$ cat src/hdl/scpd_pkg.sv
// shared types and constants for the serial command packet deframer
`default_nettype none

package scpd_pkg;

  localparam int unsigned BYTE_W   = 8;
  localparam int unsigned CFG_IDX_W = 8;
  localparam int unsigned QPTR_W   = 2;
  localparam int unsigned QDEPTH   = 1 << QPTR_W;
  localparam int unsigned QCNT_W   = QPTR_W + 1;

  localparam logic [BYTE_W-1:0] START_RST = 8'hDE;
  localparam logic [BYTE_W-1:0] READY_RST = 8'h00;
  localparam logic [BYTE_W-1:0] FAIL_RST  = 8'h00;
  localparam logic [BYTE_W-1:0] ID_RST    = 8'hFF;
  localparam logic [BYTE_W-1:0] ZERO_BYTE = 8'h00;

  typedef enum logic [CFG_IDX_W-1:0] {
    CFG_START_BYTE = 8'd0,
    CFG_READY_ID   = 8'd1,
    CFG_FAIL_ID    = 8'd2
  } cfg_reg_t;

  typedef enum logic [1:0] {
    PH_WAIT = 2'd0,
    PH_ID   = 2'd1,
    PH_LEN  = 2'd2,
    PH_DATA = 2'd3
  } phase_t;

  typedef enum logic [2:0] {
    K_NONE    = 3'd0,
    K_PAYLOAD = 3'd1,
    K_DONE    = 3'd2,
    K_READY   = 3'd3,
    K_FAIL    = 3'd4,
    K_REPLY   = 3'd5
  } kind_t;

  typedef enum logic [1:0] {
    BEAT_START = 2'd0,
    BEAT_ID    = 2'd1,
    BEAT_ZERO  = 2'd2
  } beat_t;

  // one classified word handed from front to back
  typedef struct packed {
    logic              reply;
    kind_t             kind;
    logic [BYTE_W-1:0] cmd_id;
    logic [BYTE_W-1:0] pkt_len;
    logic [BYTE_W-1:0] data_byte;
    logic [BYTE_W-1:0] aux_byte;
    logic [BYTE_W-1:0] offset;
    logic              pkt_done;
    logic              ready_flag;
  } entry_t;

  typedef struct packed {
    logic full;
    logic empty;
  } q_stat_t;

endpackage

`default_nettype wire

$ cat src/hdl/serial_command_packet_deframer_core.sv
// top level of the serial command packet deframer
//
// usage:
//   input words (in_func, in_rx_byte) arrive on a valid/stall channel; a word
//   is taken when in_valid is high and in_stall is low. func 0 is a uart byte,
//   func 1 says software handled the pending packet
//   result words leave on out_* with the same valid/stall rule, one per
//   payload byte, header event or idle byte, three for a handled event
//   config writes (cfg_index 0 start byte, 1 ready id, 2 fail id) are taken
//   every cycle cfg_valid is high, cfg_ready is tied high; other indexes drop
// path: an accepted word enters the queue, then the output register
// throughput: one input word per cycle unless in_stall is high; a handled
//   event makes three result words, buffered by the four-word queue
// reset: rst_n low at a clock edge clears parser, queue and output valid,
//   restores register defaults (start byte 0xDE, ids 0x00)
// stall: when out_stall holds, the output register keeps its word, the queue
//   fills, and in_stall rises once the queue is full
`default_nettype none

module serial_command_packet_deframer_core (
  input  wire logic                            clk,
  input  wire logic                            rst_n,
  // configuration write channel
  input  wire logic                            cfg_valid,
  output logic                                 cfg_ready,
  input  wire logic [scpd_pkg::CFG_IDX_W-1:0]  cfg_index,
  input  wire logic [scpd_pkg::BYTE_W-1:0]     cfg_data,
  // input channel
  input  wire logic                            in_valid,
  output logic                                 in_stall,
  input  wire logic                            in_func,
  input  wire logic [scpd_pkg::BYTE_W-1:0]     in_rx_byte,
  // result channel
  output logic                                 out_valid,
  input  wire logic                            out_stall,
  output logic [2:0]                           out_kind,
  output logic [scpd_pkg::BYTE_W-1:0]          out_cmd_id,
  output logic [scpd_pkg::BYTE_W-1:0]          out_pkt_len,
  output logic [scpd_pkg::BYTE_W-1:0]          out_data_byte,
  output logic [scpd_pkg::BYTE_W-1:0]          out_offset,
  output logic                                 out_pkt_done,
  output logic                                 out_ready_flag,
  output logic                                 out_last
);

  // front to queue
  logic              push;
  scpd_pkg::entry_t  push_ent;
  // queue to back
  scpd_pkg::entry_t  head;
  scpd_pkg::q_stat_t q_stat;
  logic              pop;

  // registers always accept a write
  assign cfg_ready = 1'b1;

  // parser: classifies each word and keeps packet state
  scpd_front u_front (
    .clk        (clk),
    .rst_n      (rst_n),
    .cfg_valid  (cfg_valid),
    .cfg_index  (cfg_index),
    .cfg_data   (cfg_data),
    .in_valid   (in_valid),
    .in_func    (in_func),
    .in_rx_byte (in_rx_byte),
    .q_stat     (q_stat),
    .in_stall   (in_stall),
    .push       (push),
    .push_ent   (push_ent)
  );

  // decouples parser from the output side
  scpd_queue u_queue (
    .clk      (clk),
    .rst_n    (rst_n),
    .push     (push),
    .push_ent (push_ent),
    .pop      (pop),
    .head     (head),
    .q_stat   (q_stat)
  );

  // output sequencer: one word per queued event, three for a reply
  scpd_back u_back (
    .clk            (clk),
    .rst_n          (rst_n),
    .head           (head),
    .q_stat         (q_stat),
    .out_stall      (out_stall),
    .pop            (pop),
    .out_valid      (out_valid),
    .out_kind       (out_kind),
    .out_cmd_id     (out_cmd_id),
    .out_pkt_len    (out_pkt_len),
    .out_data_byte  (out_data_byte),
    .out_offset     (out_offset),
    .out_pkt_done   (out_pkt_done),
    .out_ready_flag (out_ready_flag),
    .out_last       (out_last)
  );

endmodule

`default_nettype wire

$ cat src/hdl/scpd_front.sv
// front end: config registers, header parser and word classification
`default_nettype none

module scpd_front (
  input  wire logic                                 clk,
  input  wire logic                                 rst_n,
  input  wire logic                                 cfg_valid,
  input  wire logic [scpd_pkg::CFG_IDX_W-1:0]       cfg_index,
  input  wire logic [scpd_pkg::BYTE_W-1:0]          cfg_data,
  input  wire logic                                 in_valid,
  input  wire logic                                 in_func,
  input  wire logic [scpd_pkg::BYTE_W-1:0]          in_rx_byte,
  input  wire scpd_pkg::q_stat_t                    q_stat,
  output logic                                      in_stall,
  output logic                                      push,
  output scpd_pkg::entry_t                          push_ent
);

  logic [scpd_pkg::BYTE_W-1:0] start_byte_r, ready_id_r, fail_id_r;

  scpd_pkg::phase_t            phase_r, phase_nxt;
  logic [scpd_pkg::BYTE_W-1:0] held_id_r, held_id_nxt;
  logic [scpd_pkg::BYTE_W-1:0] held_len_r, held_len_nxt;
  logic [scpd_pkg::BYTE_W-1:0] remaining_r, remaining_nxt;
  logic [scpd_pkg::BYTE_W-1:0] received_r, received_nxt;
  logic                        pkt_ready_r, pkt_ready_nxt;
  logic                        done;

  assign in_stall = q_stat.full;
  assign push     = in_valid && !q_stat.full;

  always_ff @(posedge clk) begin
    if (!rst_n) begin
      start_byte_r <= scpd_pkg::START_RST;
      ready_id_r   <= scpd_pkg::READY_RST;
      fail_id_r    <= scpd_pkg::FAIL_RST;
    end else if (cfg_valid) begin
      case (cfg_index)
        scpd_pkg::CFG_START_BYTE: start_byte_r <= cfg_data;
        scpd_pkg::CFG_READY_ID:   ready_id_r   <= cfg_data;
        scpd_pkg::CFG_FAIL_ID:    fail_id_r    <= cfg_data;
        default: ;
      endcase
    end
  end

  always_comb begin
    phase_nxt     = phase_r;
    held_id_nxt   = held_id_r;
    held_len_nxt  = held_len_r;
    remaining_nxt = remaining_r;
    received_nxt  = received_r;
    pkt_ready_nxt = pkt_ready_r;
    done          = 1'b0;

    push_ent           = '0;
    push_ent.kind      = scpd_pkg::K_NONE;

    if (in_func) begin
      pkt_ready_nxt      = 1'b0;
      phase_nxt          = scpd_pkg::PH_WAIT;
      remaining_nxt      = '0;
      received_nxt       = '0;
      push_ent.reply     = 1'b1;
      push_ent.kind      = scpd_pkg::K_REPLY;
      push_ent.data_byte = start_byte_r;
      push_ent.aux_byte  = ready_id_r;
    end else begin
      case (phase_r)
        scpd_pkg::PH_WAIT: begin
          if (in_rx_byte == start_byte_r) phase_nxt = scpd_pkg::PH_ID;
        end
        scpd_pkg::PH_ID: begin
          held_id_nxt = in_rx_byte;
          phase_nxt   = scpd_pkg::PH_LEN;
        end
        scpd_pkg::PH_LEN: begin
          held_len_nxt = in_rx_byte;
          if (in_rx_byte == scpd_pkg::ZERO_BYTE &&
              (held_id_r == ready_id_r || held_id_r == fail_id_r)) begin
            // zero-length handshake, ready wins when both ids match
            phase_nxt     = scpd_pkg::PH_WAIT;
            push_ent.kind = (held_id_r == ready_id_r) ? scpd_pkg::K_READY
                                                      : scpd_pkg::K_FAIL;
          end else begin
            remaining_nxt = in_rx_byte;
            received_nxt  = '0;
            if (in_rx_byte == scpd_pkg::ZERO_BYTE) begin
              phase_nxt     = scpd_pkg::PH_WAIT;
              pkt_ready_nxt = 1'b1;
              push_ent.kind = scpd_pkg::K_DONE;
            end else begin
              phase_nxt = scpd_pkg::PH_DATA;
            end
          end
        end
        scpd_pkg::PH_DATA: begin
          done = (remaining_r <= 8'd1);
          push_ent.kind      = scpd_pkg::K_PAYLOAD;
          push_ent.data_byte = in_rx_byte;
          push_ent.offset    = received_r;
          push_ent.pkt_done  = done;
          if (done) begin
            phase_nxt     = scpd_pkg::PH_WAIT;
            remaining_nxt = '0;
            received_nxt  = '0;
            pkt_ready_nxt = 1'b1;
          end else begin
            remaining_nxt = remaining_r - 8'd1;
            received_nxt  = received_r + 8'd1;
          end
        end
        default: phase_nxt = scpd_pkg::PH_WAIT;
      endcase
    end

    push_ent.cmd_id     = held_id_nxt;
    push_ent.pkt_len    = held_len_nxt;
    push_ent.ready_flag = pkt_ready_nxt;
  end

  always_ff @(posedge clk) begin
    if (!rst_n) begin
      phase_r     <= scpd_pkg::PH_WAIT;
      held_id_r   <= scpd_pkg::ID_RST;
      held_len_r  <= '0;
      remaining_r <= '0;
      received_r  <= '0;
      pkt_ready_r <= 1'b0;
    end else if (push) begin
      phase_r     <= phase_nxt;
      held_id_r   <= held_id_nxt;
      held_len_r  <= held_len_nxt;
      remaining_r <= remaining_nxt;
      received_r  <= received_nxt;
      pkt_ready_r <= pkt_ready_nxt;
    end
  end

endmodule

`default_nettype wire

$ cat src/hdl/scpd_queue.sv
// short flip-flop queue between parser and output sequencer
`default_nettype none

module scpd_queue (
  input  wire logic              clk,
  input  wire logic              rst_n,
  input  wire logic              push,
  input  wire scpd_pkg::entry_t  push_ent,
  input  wire logic              pop,
  output scpd_pkg::entry_t       head,
  output scpd_pkg::q_stat_t      q_stat
);

  scpd_pkg::entry_t              ent_r [scpd_pkg::QDEPTH];
  logic [scpd_pkg::QPTR_W-1:0]   wr_ptr_r, rd_ptr_r;
  logic [scpd_pkg::QCNT_W-1:0]   count_r, count_nxt;
  logic                          do_push, do_pop;

  assign q_stat.full  = (count_r == scpd_pkg::QCNT_W'(scpd_pkg::QDEPTH));
  assign q_stat.empty = (count_r == '0);
  assign head         = ent_r[rd_ptr_r];
  assign do_push      = push && !q_stat.full;
  assign do_pop       = pop && !q_stat.empty;

  always_comb begin
    count_nxt = count_r;
    if (do_push && !do_pop) count_nxt = count_r + 1'b1;
    else if (do_pop && !do_push) count_nxt = count_r - 1'b1;
  end

  always_ff @(posedge clk) begin
    if (do_push) ent_r[wr_ptr_r] <= push_ent;
  end

  always_ff @(posedge clk) begin
    if (!rst_n) begin
      wr_ptr_r <= '0;
      rd_ptr_r <= '0;
      count_r  <= '0;
    end else begin
      if (do_push) wr_ptr_r <= wr_ptr_r + 1'b1;
      if (do_pop)  rd_ptr_r <= rd_ptr_r + 1'b1;
      count_r <= count_nxt;
    end
  end

  a_count_bound: assert property (@(posedge clk) disable iff (!rst_n)
    count_r <= scpd_pkg::QCNT_W'(scpd_pkg::QDEPTH))
    else $error("queue count above depth");

  a_no_push_full: assert property (@(posedge clk) disable iff (!rst_n)
    push |-> !q_stat.full)
    else $error("push into full queue");

endmodule

`default_nettype wire

$ cat src/hdl/scpd_back.sv
// back end: expands queued words into result words behind an output register
`default_nettype none

module scpd_back (
  input  wire logic                          clk,
  input  wire logic                          rst_n,
  input  wire scpd_pkg::entry_t              head,
  input  wire scpd_pkg::q_stat_t             q_stat,
  input  wire logic                          out_stall,
  output logic                               pop,
  output logic                               out_valid,
  output logic [2:0]                         out_kind,
  output logic [scpd_pkg::BYTE_W-1:0]        out_cmd_id,
  output logic [scpd_pkg::BYTE_W-1:0]        out_pkt_len,
  output logic [scpd_pkg::BYTE_W-1:0]        out_data_byte,
  output logic [scpd_pkg::BYTE_W-1:0]        out_offset,
  output logic                               out_pkt_done,
  output logic                               out_ready_flag,
  output logic                               out_last
);

  logic                        out_valid_r;
  scpd_pkg::beat_t             beat_r, beat_nxt;
  logic                        load;
  logic [scpd_pkg::BYTE_W-1:0] data_nxt;
  logic                        last_nxt;

  logic [2:0]                  kind_r;
  logic [scpd_pkg::BYTE_W-1:0] cmd_id_r, pkt_len_r, data_r, offset_r;
  logic                        pkt_done_r, ready_flag_r, last_r;

  assign load = (!out_valid_r || !out_stall) && !q_stat.empty;

  always_comb begin
    beat_nxt = beat_r;
    data_nxt = head.data_byte;
    last_nxt = 1'b1;
    pop      = load;
    if (head.reply) begin
      case (beat_r)
        scpd_pkg::BEAT_START: begin
          data_nxt = head.data_byte;
          last_nxt = 1'b0;
          pop      = 1'b0;
          if (load) beat_nxt = scpd_pkg::BEAT_ID;
        end
        scpd_pkg::BEAT_ID: begin
          data_nxt = head.aux_byte;
          last_nxt = 1'b0;
          pop      = 1'b0;
          if (load) beat_nxt = scpd_pkg::BEAT_ZERO;
        end
        scpd_pkg::BEAT_ZERO: begin
          data_nxt = scpd_pkg::ZERO_BYTE;
          if (load) beat_nxt = scpd_pkg::BEAT_START;
        end
        default: begin
          data_nxt = scpd_pkg::ZERO_BYTE;
          if (load) beat_nxt = scpd_pkg::BEAT_START;
        end
      endcase
    end
  end

  always_ff @(posedge clk) begin
    if (!rst_n) begin
      out_valid_r <= 1'b0;
      beat_r      <= scpd_pkg::BEAT_START;
    end else begin
      beat_r <= beat_nxt;
      if (load) out_valid_r <= 1'b1;
      else if (!out_stall) out_valid_r <= 1'b0;
    end
  end

  always_ff @(posedge clk) begin
    if (load) begin
      kind_r       <= head.kind;
      cmd_id_r     <= head.cmd_id;
      pkt_len_r    <= head.pkt_len;
      data_r       <= data_nxt;
      offset_r     <= head.offset;
      pkt_done_r   <= head.pkt_done;
      ready_flag_r <= head.ready_flag;
      last_r       <= last_nxt;
    end
  end

  assign out_valid      = out_valid_r;
  assign out_kind       = kind_r;
  assign out_cmd_id     = cmd_id_r;
  assign out_pkt_len    = pkt_len_r;
  assign out_data_byte  = data_r;
  assign out_offset     = offset_r;
  assign out_pkt_done   = pkt_done_r;
  assign out_ready_flag = ready_flag_r;
  assign out_last       = last_r;

  a_beat_on_reply: assert property (@(posedge clk) disable iff (!rst_n)
    (beat_r != scpd_pkg::BEAT_START) |-> (!q_stat.empty && head.reply))
    else $error("reply beat active without reply word at head");

  a_reply_pop_last: assert property (@(posedge clk) disable iff (!rst_n)
    (pop && head.reply) |-> (beat_r == scpd_pkg::BEAT_ZERO))
    else $error("reply word popped before its last byte");

endmodule

`default_nettype wire
$ cat config.mk
export PLATFORM = sky130hd
export DESIGN_NAME = serial_command_packet_deframer_core
export DESIGN_NICKNAME = d
export VERILOG_FILES = /design/src/hdl/scpd_pkg.sv /design/src/hdl/serial_command_packet_deframer_core.sv /design/src/hdl/scpd_front.sv /design/src/hdl/scpd_queue.sv /design/src/hdl/scpd_back.sv
export SDC_FILE = /design/constraint.sdc
export NUM_CORES = 1
export LEC_CHECK = 0
export BUFFER_PORTS_ARGS = -buffer_cell sky130_fd_sc_hd__buf_2
export CORE_MARGIN = 4
export CORE_UTILIZATION = 65
export DETAILED_ROUTE_END_ITERATION = 10
export MAX_ROUTING_LAYER = met4
export PLACE_DENSITY = 0.82
export SYNTH_ARGS = -nofsm -noshare
export SYNTH_HDL_FRONTEND = slang
export SYNTH_SLANG_ARGS = --single-unit
$ cat constraint.sdc
create_clock -name clk -period 12.37 [get_ports clk]
set_clock_uncertainty 0.2 [all_clocks]
set_input_delay 1.8555 -clock clk [delete_from_list [all_inputs] [get_ports clk]]
set_output_delay 1.8555 -clock clk [all_outputs]
set_load 0.005 [all_outputs]
Word-level counts from Yosys, hierarchy flattened --
Memories as Yosys holds them, arrays and structs flattened. A register that Yosys moved wholly into a read port is not among the register bits. Cells that the tools add are included.
Storage, ports and cells: bits in registers 107, bits in writable memories 184, input port bits 30, output and inout bits 41, logic and storage cells 124, memories kept 1
Memory list:
- u_queue.ent_r | words 4, bits a word 46, read ports 1, clocked after Yosys merged registers in 1, write ports 1, RTL line scpd_queue.sv:14 | scpd_pkg::entry_t ent_r [scpd_pkg::QDEPTH];
Cells by class: $add $sub $neg 6, magnitude comparators 1, equality and inequality tests 14, muxes and demuxes 51, reduce and logical (&&, ||, !) cells 29
Operators by type and width (count):
- two-way mux 8 bit | 14
- one-hot mux 8 bit (2 select lines) | 3
- == test 8 bit | 3
- two-way mux 2 bit | 11
- two-way mux 9 bit | 2
- logical NOT 8 bit | 2
- two-way mux 3 bit | 5
- two-way mux 1 bit | 12
- adder 8 x 1 -> 8 bit, second input constant | 1
- == test 8 x 1 -> 1 bit, second input constant | 1
- == test 8 x 2 -> 1 bit, second input constant | 1
- less-or-equal comparator 8 x 1 -> 1 bit, second input constant | 1
- one-hot mux 2 bit (4 select lines) | 1
- AND reduction 2 bit | 4
- subtractor 8 x 1 -> 8 bit, second input constant | 1
- logical AND 1 bit | 7
- logical NOT 1 bit | 6
- inequality test 3 x 2 -> 1 bit, second input constant | 2
- one-hot mux 3 bit (2 select lines) | 1
- AND reduction 3 bit | 2
- adder 2 x 1 -> 2 bit, second input constant | 2
- == test 2 x 1 -> 1 bit, second input constant | 2
- == test 2 bit, second input constant | 2
- logical NOT 2 bit | 2
- 12 further kinds | 13

Depth between registers and ports, before layout --
depth after elaboration 9, mapped depth 11, gate-level depth less buffers 10

Cells and area by module --
Synthesis repeated with hierarchy kept, for this count alone.
Unflattened totals: cells, all modules 770, area total of the unflattened synthesis 11932.7 um2
Modules (own cells, without submodules):
- scpd_queue | instances 1, cells an instance 288, area an instance 7164.4 um2
- scpd_front | instances 1, cells an instance 398, area an instance 3305.7 um2
- scpd_back | instances 1, cells an instance 82, area an instance 1451.4 um2
- serial_command_packet_deframer_core | instances 1, cells an instance 2, area an instance 11.3 um2

Worst setup path before layout --
OpenSTA, ideal clock, no wires.
path type input to register, start input out_stall, end register u_queue.count_r[2] in the netlist's numbering, library setup time 0.076 ns, arrival 5.222 ns, data required time 12.094 ns, setup slack 6.873 ns, stages on the path 8, buffers on the path 0, path through a21oi_1 nand2_1 ha_1 inv_1 fa_1 xor2_1 or3_1 a21boi_0
Between the ends: word-level cells in the longest chain between the ends 9
Ends and longest elaborated chain:
- from (decl) | RTL line serial_command_packet_deframer_core.sv:35 | input wire logic out_stall,
- logical NOT 1 bit * | RTL line scpd_back.sv:32 | assign load = (!out_valid_r || !out_stall) && !q_stat.empty;
- logical OR 1 bit * | RTL line scpd_back.sv:32
- logical AND 1 bit * | RTL line scpd_back.sv:32
- two-way mux 1 bit | RTL line scpd_back.sv:40 | case (beat_r)
- two-way mux 1 bit * | RTL line scpd_back.sv:39 | if (head.reply) begin
- logical AND 1 bit * | RTL line scpd_queue.sv:23 | assign do_pop = pop && !q_stat.empty;
- logical NOT 1 bit | RTL line scpd_queue.sv:27 | if (do_push && !do_pop) count_nxt = count_r + 1'b1;
- logical AND 1 bit | RTL line scpd_queue.sv:27
- two-way mux 3 bit / nonzero test 2 bit (equally long branches)
- to (signal assigned) | RTL line scpd_queue.sv:43 | count_r <= count_nxt;
- to (decl) | RTL line scpd_queue.sv:16 | logic [scpd_pkg::QCNT_W-1:0] count_r, count_nxt;
Every way passes the cells marked *; elsewhere a longest branch is shown, timed or not. A chain may end at the register's enable or synchronous reset.

Worst setup path in the final report --
start input in_valid, end register u_queue.count_r[2] in the netlist's numbering
Between the ends: word-level cells in the longest chain between the ends 5
Ends and longest elaborated chain:
- from (decl) | RTL line serial_command_packet_deframer_core.sv:29 | input wire logic in_valid,
- logical AND 1 bit * | RTL line scpd_front.sv:30 | assign push = in_valid && !q_stat.full;
- logical AND 1 bit * | RTL line scpd_queue.sv:22 | assign do_push = push && !q_stat.full;
- logical NOT 1 bit | RTL line scpd_queue.sv:28 | else if (do_pop && !do_push) count_nxt = count_r - 1'b1;
- logical AND 1 bit | RTL line scpd_queue.sv:28
- nonzero test 2 bit (no source line)
Marked as above.

==> results.sh <==
export IMPL_syn_cell_area_um2=11900
export IMPL_grt_max_degree=79
export IMPL_grt_pass1_wl_um=40500
export IMPL_worstSkewPairLatency_ns=0.55
export IMPL_setup_ws_ns=8.15
export IMPL_core_um2=18000
export IMPL_netlist_instances=782
export IMPL_initial_core_util_pct=66.3
export IMPL_post_cts_resized=0
export IMPL_ys_seq_area_share_pct=67.7
export IMPL_fmax_mhz=237
export IMPL_clk_pin_slew_ns=0.06
export IMPL_cts_tree="done"
export IMPL_slew_headroom_pct=14.7
export IMPL_critPathMaxFanout=28
export IMPL_syn_area_per_cell_um2=15.3
export IMPL_min_period_over_period_pct=34.1
export IMPL_rsz0062_at_grt="false"
export IMPL_power_leakage_uw=0.00463
export IMPL_drc=0
export IMPL_worstSetupPathType="primary input to flip-flop"
export IMPL_largest_reg_flops=184
export IMPL_synth_flop_cell="edfxtp_1"
export IMPL_place_gp_congestion=0.912
export IMPL_dpl_worst_slack_ns=7.61
export IMPL_worstPathArrival_ns=4.48
export IMPL_postCtsHoldBufs=0
export IMPL_grt_antenna_before_repair=0
export IMPL_cts_root_buf="clkbuf_16"
export IMPL_drtIter0Drc=707
export IMPL_diodes=0
export IMPL_hold_path_class="flip-flop to flip-flop"
export IMPL_period_needed_ns=4.22
export IMPL_fin_nets=892
export IMPL_finalCoreUtilization_pct=74.6
export IMPL_grt_total_usage_pct=26.9
export IMPL_power_density_nw_per_um2=201
export IMPL_dieArea_um2=20600
export IMPL_hold_viol_final=0
export IMPL_port_buffers=69
export IMPL_async_reset_ff_share_pct=0
export IMPL_dpl_cell_count=1051
export IMPL_dp_hpwl_um=16300
export IMPL_cts_max_path_buffers=3
export IMPL_wire_per_inst_um=23.8
export IMPL_syn_num_nets=821
export IMPL_drv_cap=0
export IMPL_fin_cells=1105
export IMPL_synth_cell_types=57
export IMPL_syn_to_final_growth_pct=12.6
export IMPL_outcome="finished, final reports clean"
export IMPL_finalSetupTns_ns=0
export IMPL_irDropWorstVdd_v=0.000153
export IMPL_drive_above_1_share_pct=23.2
export IMPL_cts_buffers=29
export IMPL_num_rows=49
export IMPL_vias=7052
export IMPL_slew_viol_final=0
export IMPL_ys_seq_elements=293
export IMPL_worst_pin_slew_ns=1.28
export IMPL_startpoint_type="primary input"
export IMPL_drtPass1Iterations=5
export IMPL_grt_pass1_vias=7089
export IMPL_die_w_um=144
export IMPL_synth_edf_count=222
export IMPL_vias_per_cell=6.38
export IMPL_cts_num_sinks=293
export IMPL_wl_um=26200
export IMPL_ios=71
export IMPL_post_cts_buffers=0
export IMPL_yosysWarnings=0
export IMPL_gr_total_overflow=0
export IMPL_cp_end_kind="flip-flop"
export IMPL_regMostFlops="u_queue.ent_r"
export IMPL_htree_levels=1
export IMPL_critPathRequiredTime_ns=12.62
export IMPL_setup_viol_count_final=0
export IMPL_antenna_left=0
export IMPL_die_height_um=144
## cell usage in the layout (no fill, tap or decap), types with 17 or more instances in the layout
cell,synthesis,final
nand3_1,18,18
nand2_1,74,74
mux2_2,17,17
clkbuf_16,0,29
edfxtp_1,222,222
and2_1,32,28
buf_2,13,69
o21ai_0,32,32
xor2_1,18,18
nor2b_1,30,30
mux2i_1,28,28
mux4_2,45,45
dfxtp_1,71,69
## worst max-delay path, stage by stage
cell and delay, ns:
buf_2 0.08, nand2b_1 0.42, inv_2 0.59, ha_1 0.28, inv_1 0.08, fa_1 0.44
xor2_1 0.18, or3_1 0.32, a21boi_0 0.21
## where the power goes
part           total (µW)  internal [µW]  switching (µW)
sequential           1330           1260            69.4
combinational         502            209             293
clock                 873            521             352
total                2700           1990             714
## final cells by class
class	count	area, µm²
tap	229	287
sequential	293	8090
inverter	10	37.5
timing repair buffer	79	420
multi-input combinational	440	3670
clock buffer	45	826
fill	1047	4570
clock inverter	9	126
## synthesized netlist by cell type, types with 17 or more instances
master    number  area (µm²)
and2_1        32         200
xor2_1        18         158
mux2_2        17         191
nor2b_1       30         188
edfxtp_1     222        6670
nand2_1       74         278
o21ai_0       32         160
nand3_1       18        90.1
clkbuf_1      21        78.8
mux4_2        45        1010
mux2i_1       28         280
dfxtp_1       71        1420
## through the flow
| stage | cell area, µm² | hold WS (ns) | total power (µW) |
|---|---|---|---|
| 5_1_grt | 13500 | 0.286 | 2810 |
| 2_1_floorplan | 11900 | 0.241 | 1640 |
| 3_3_place_gp | 12500 | 0.252 | 1810 |
| 4_1_cts | 13500 | 0.272 | 2710 |
| 3_5_place_dp | 12500 | 0.263 | 1840 |
| 6_report | 13500 | 0.272 | 2700 |
## layer usage
layer	track usage (%)	vias to the layer above	part of all wire (%)
met5	-	-	0
met4	8.23	0	2.6
met3	4.56	57	9.1
met2	42.2	382	49
met1	36.8	3505	40
li1	-	3108	-
## kinds of logic after synthesis
| logic type | count (synthesis) | synth area share, % |
|---|---|---|
| buffers and inverters | 49 | 1.74 |
| multiplexers | 90 | 12.4 |
| AND/OR/NAND/NOR | 207 | 9.04 |
| XOR/XNOR | 30 | 2.20 |
| flip-flops | 293 | 67.7 |
| AO/OA/AOI/OAI | 103 | 5.85 |
| other | 1 | 0.0314 |
| adder cells (fa/ha/maj) | 9 | 1.01 |
## worst paths after layout
check / startpoint / end / slack [ns] / depth (start not counted)
max: in_valid / u_queue.count_r[2] / 8.15 / 9
min: u_front.held_len_r[2] / u_front.held_len_r[2] / 0.27 / 2
max reg2reg: flip-flop / u_queue.count_r[2] / 8.84 / 10
min reg2reg: u_front.held_len_r[2] / u_front.held_len_r[2] / 0.27 / 2
(Power assumes the default switching activity.)
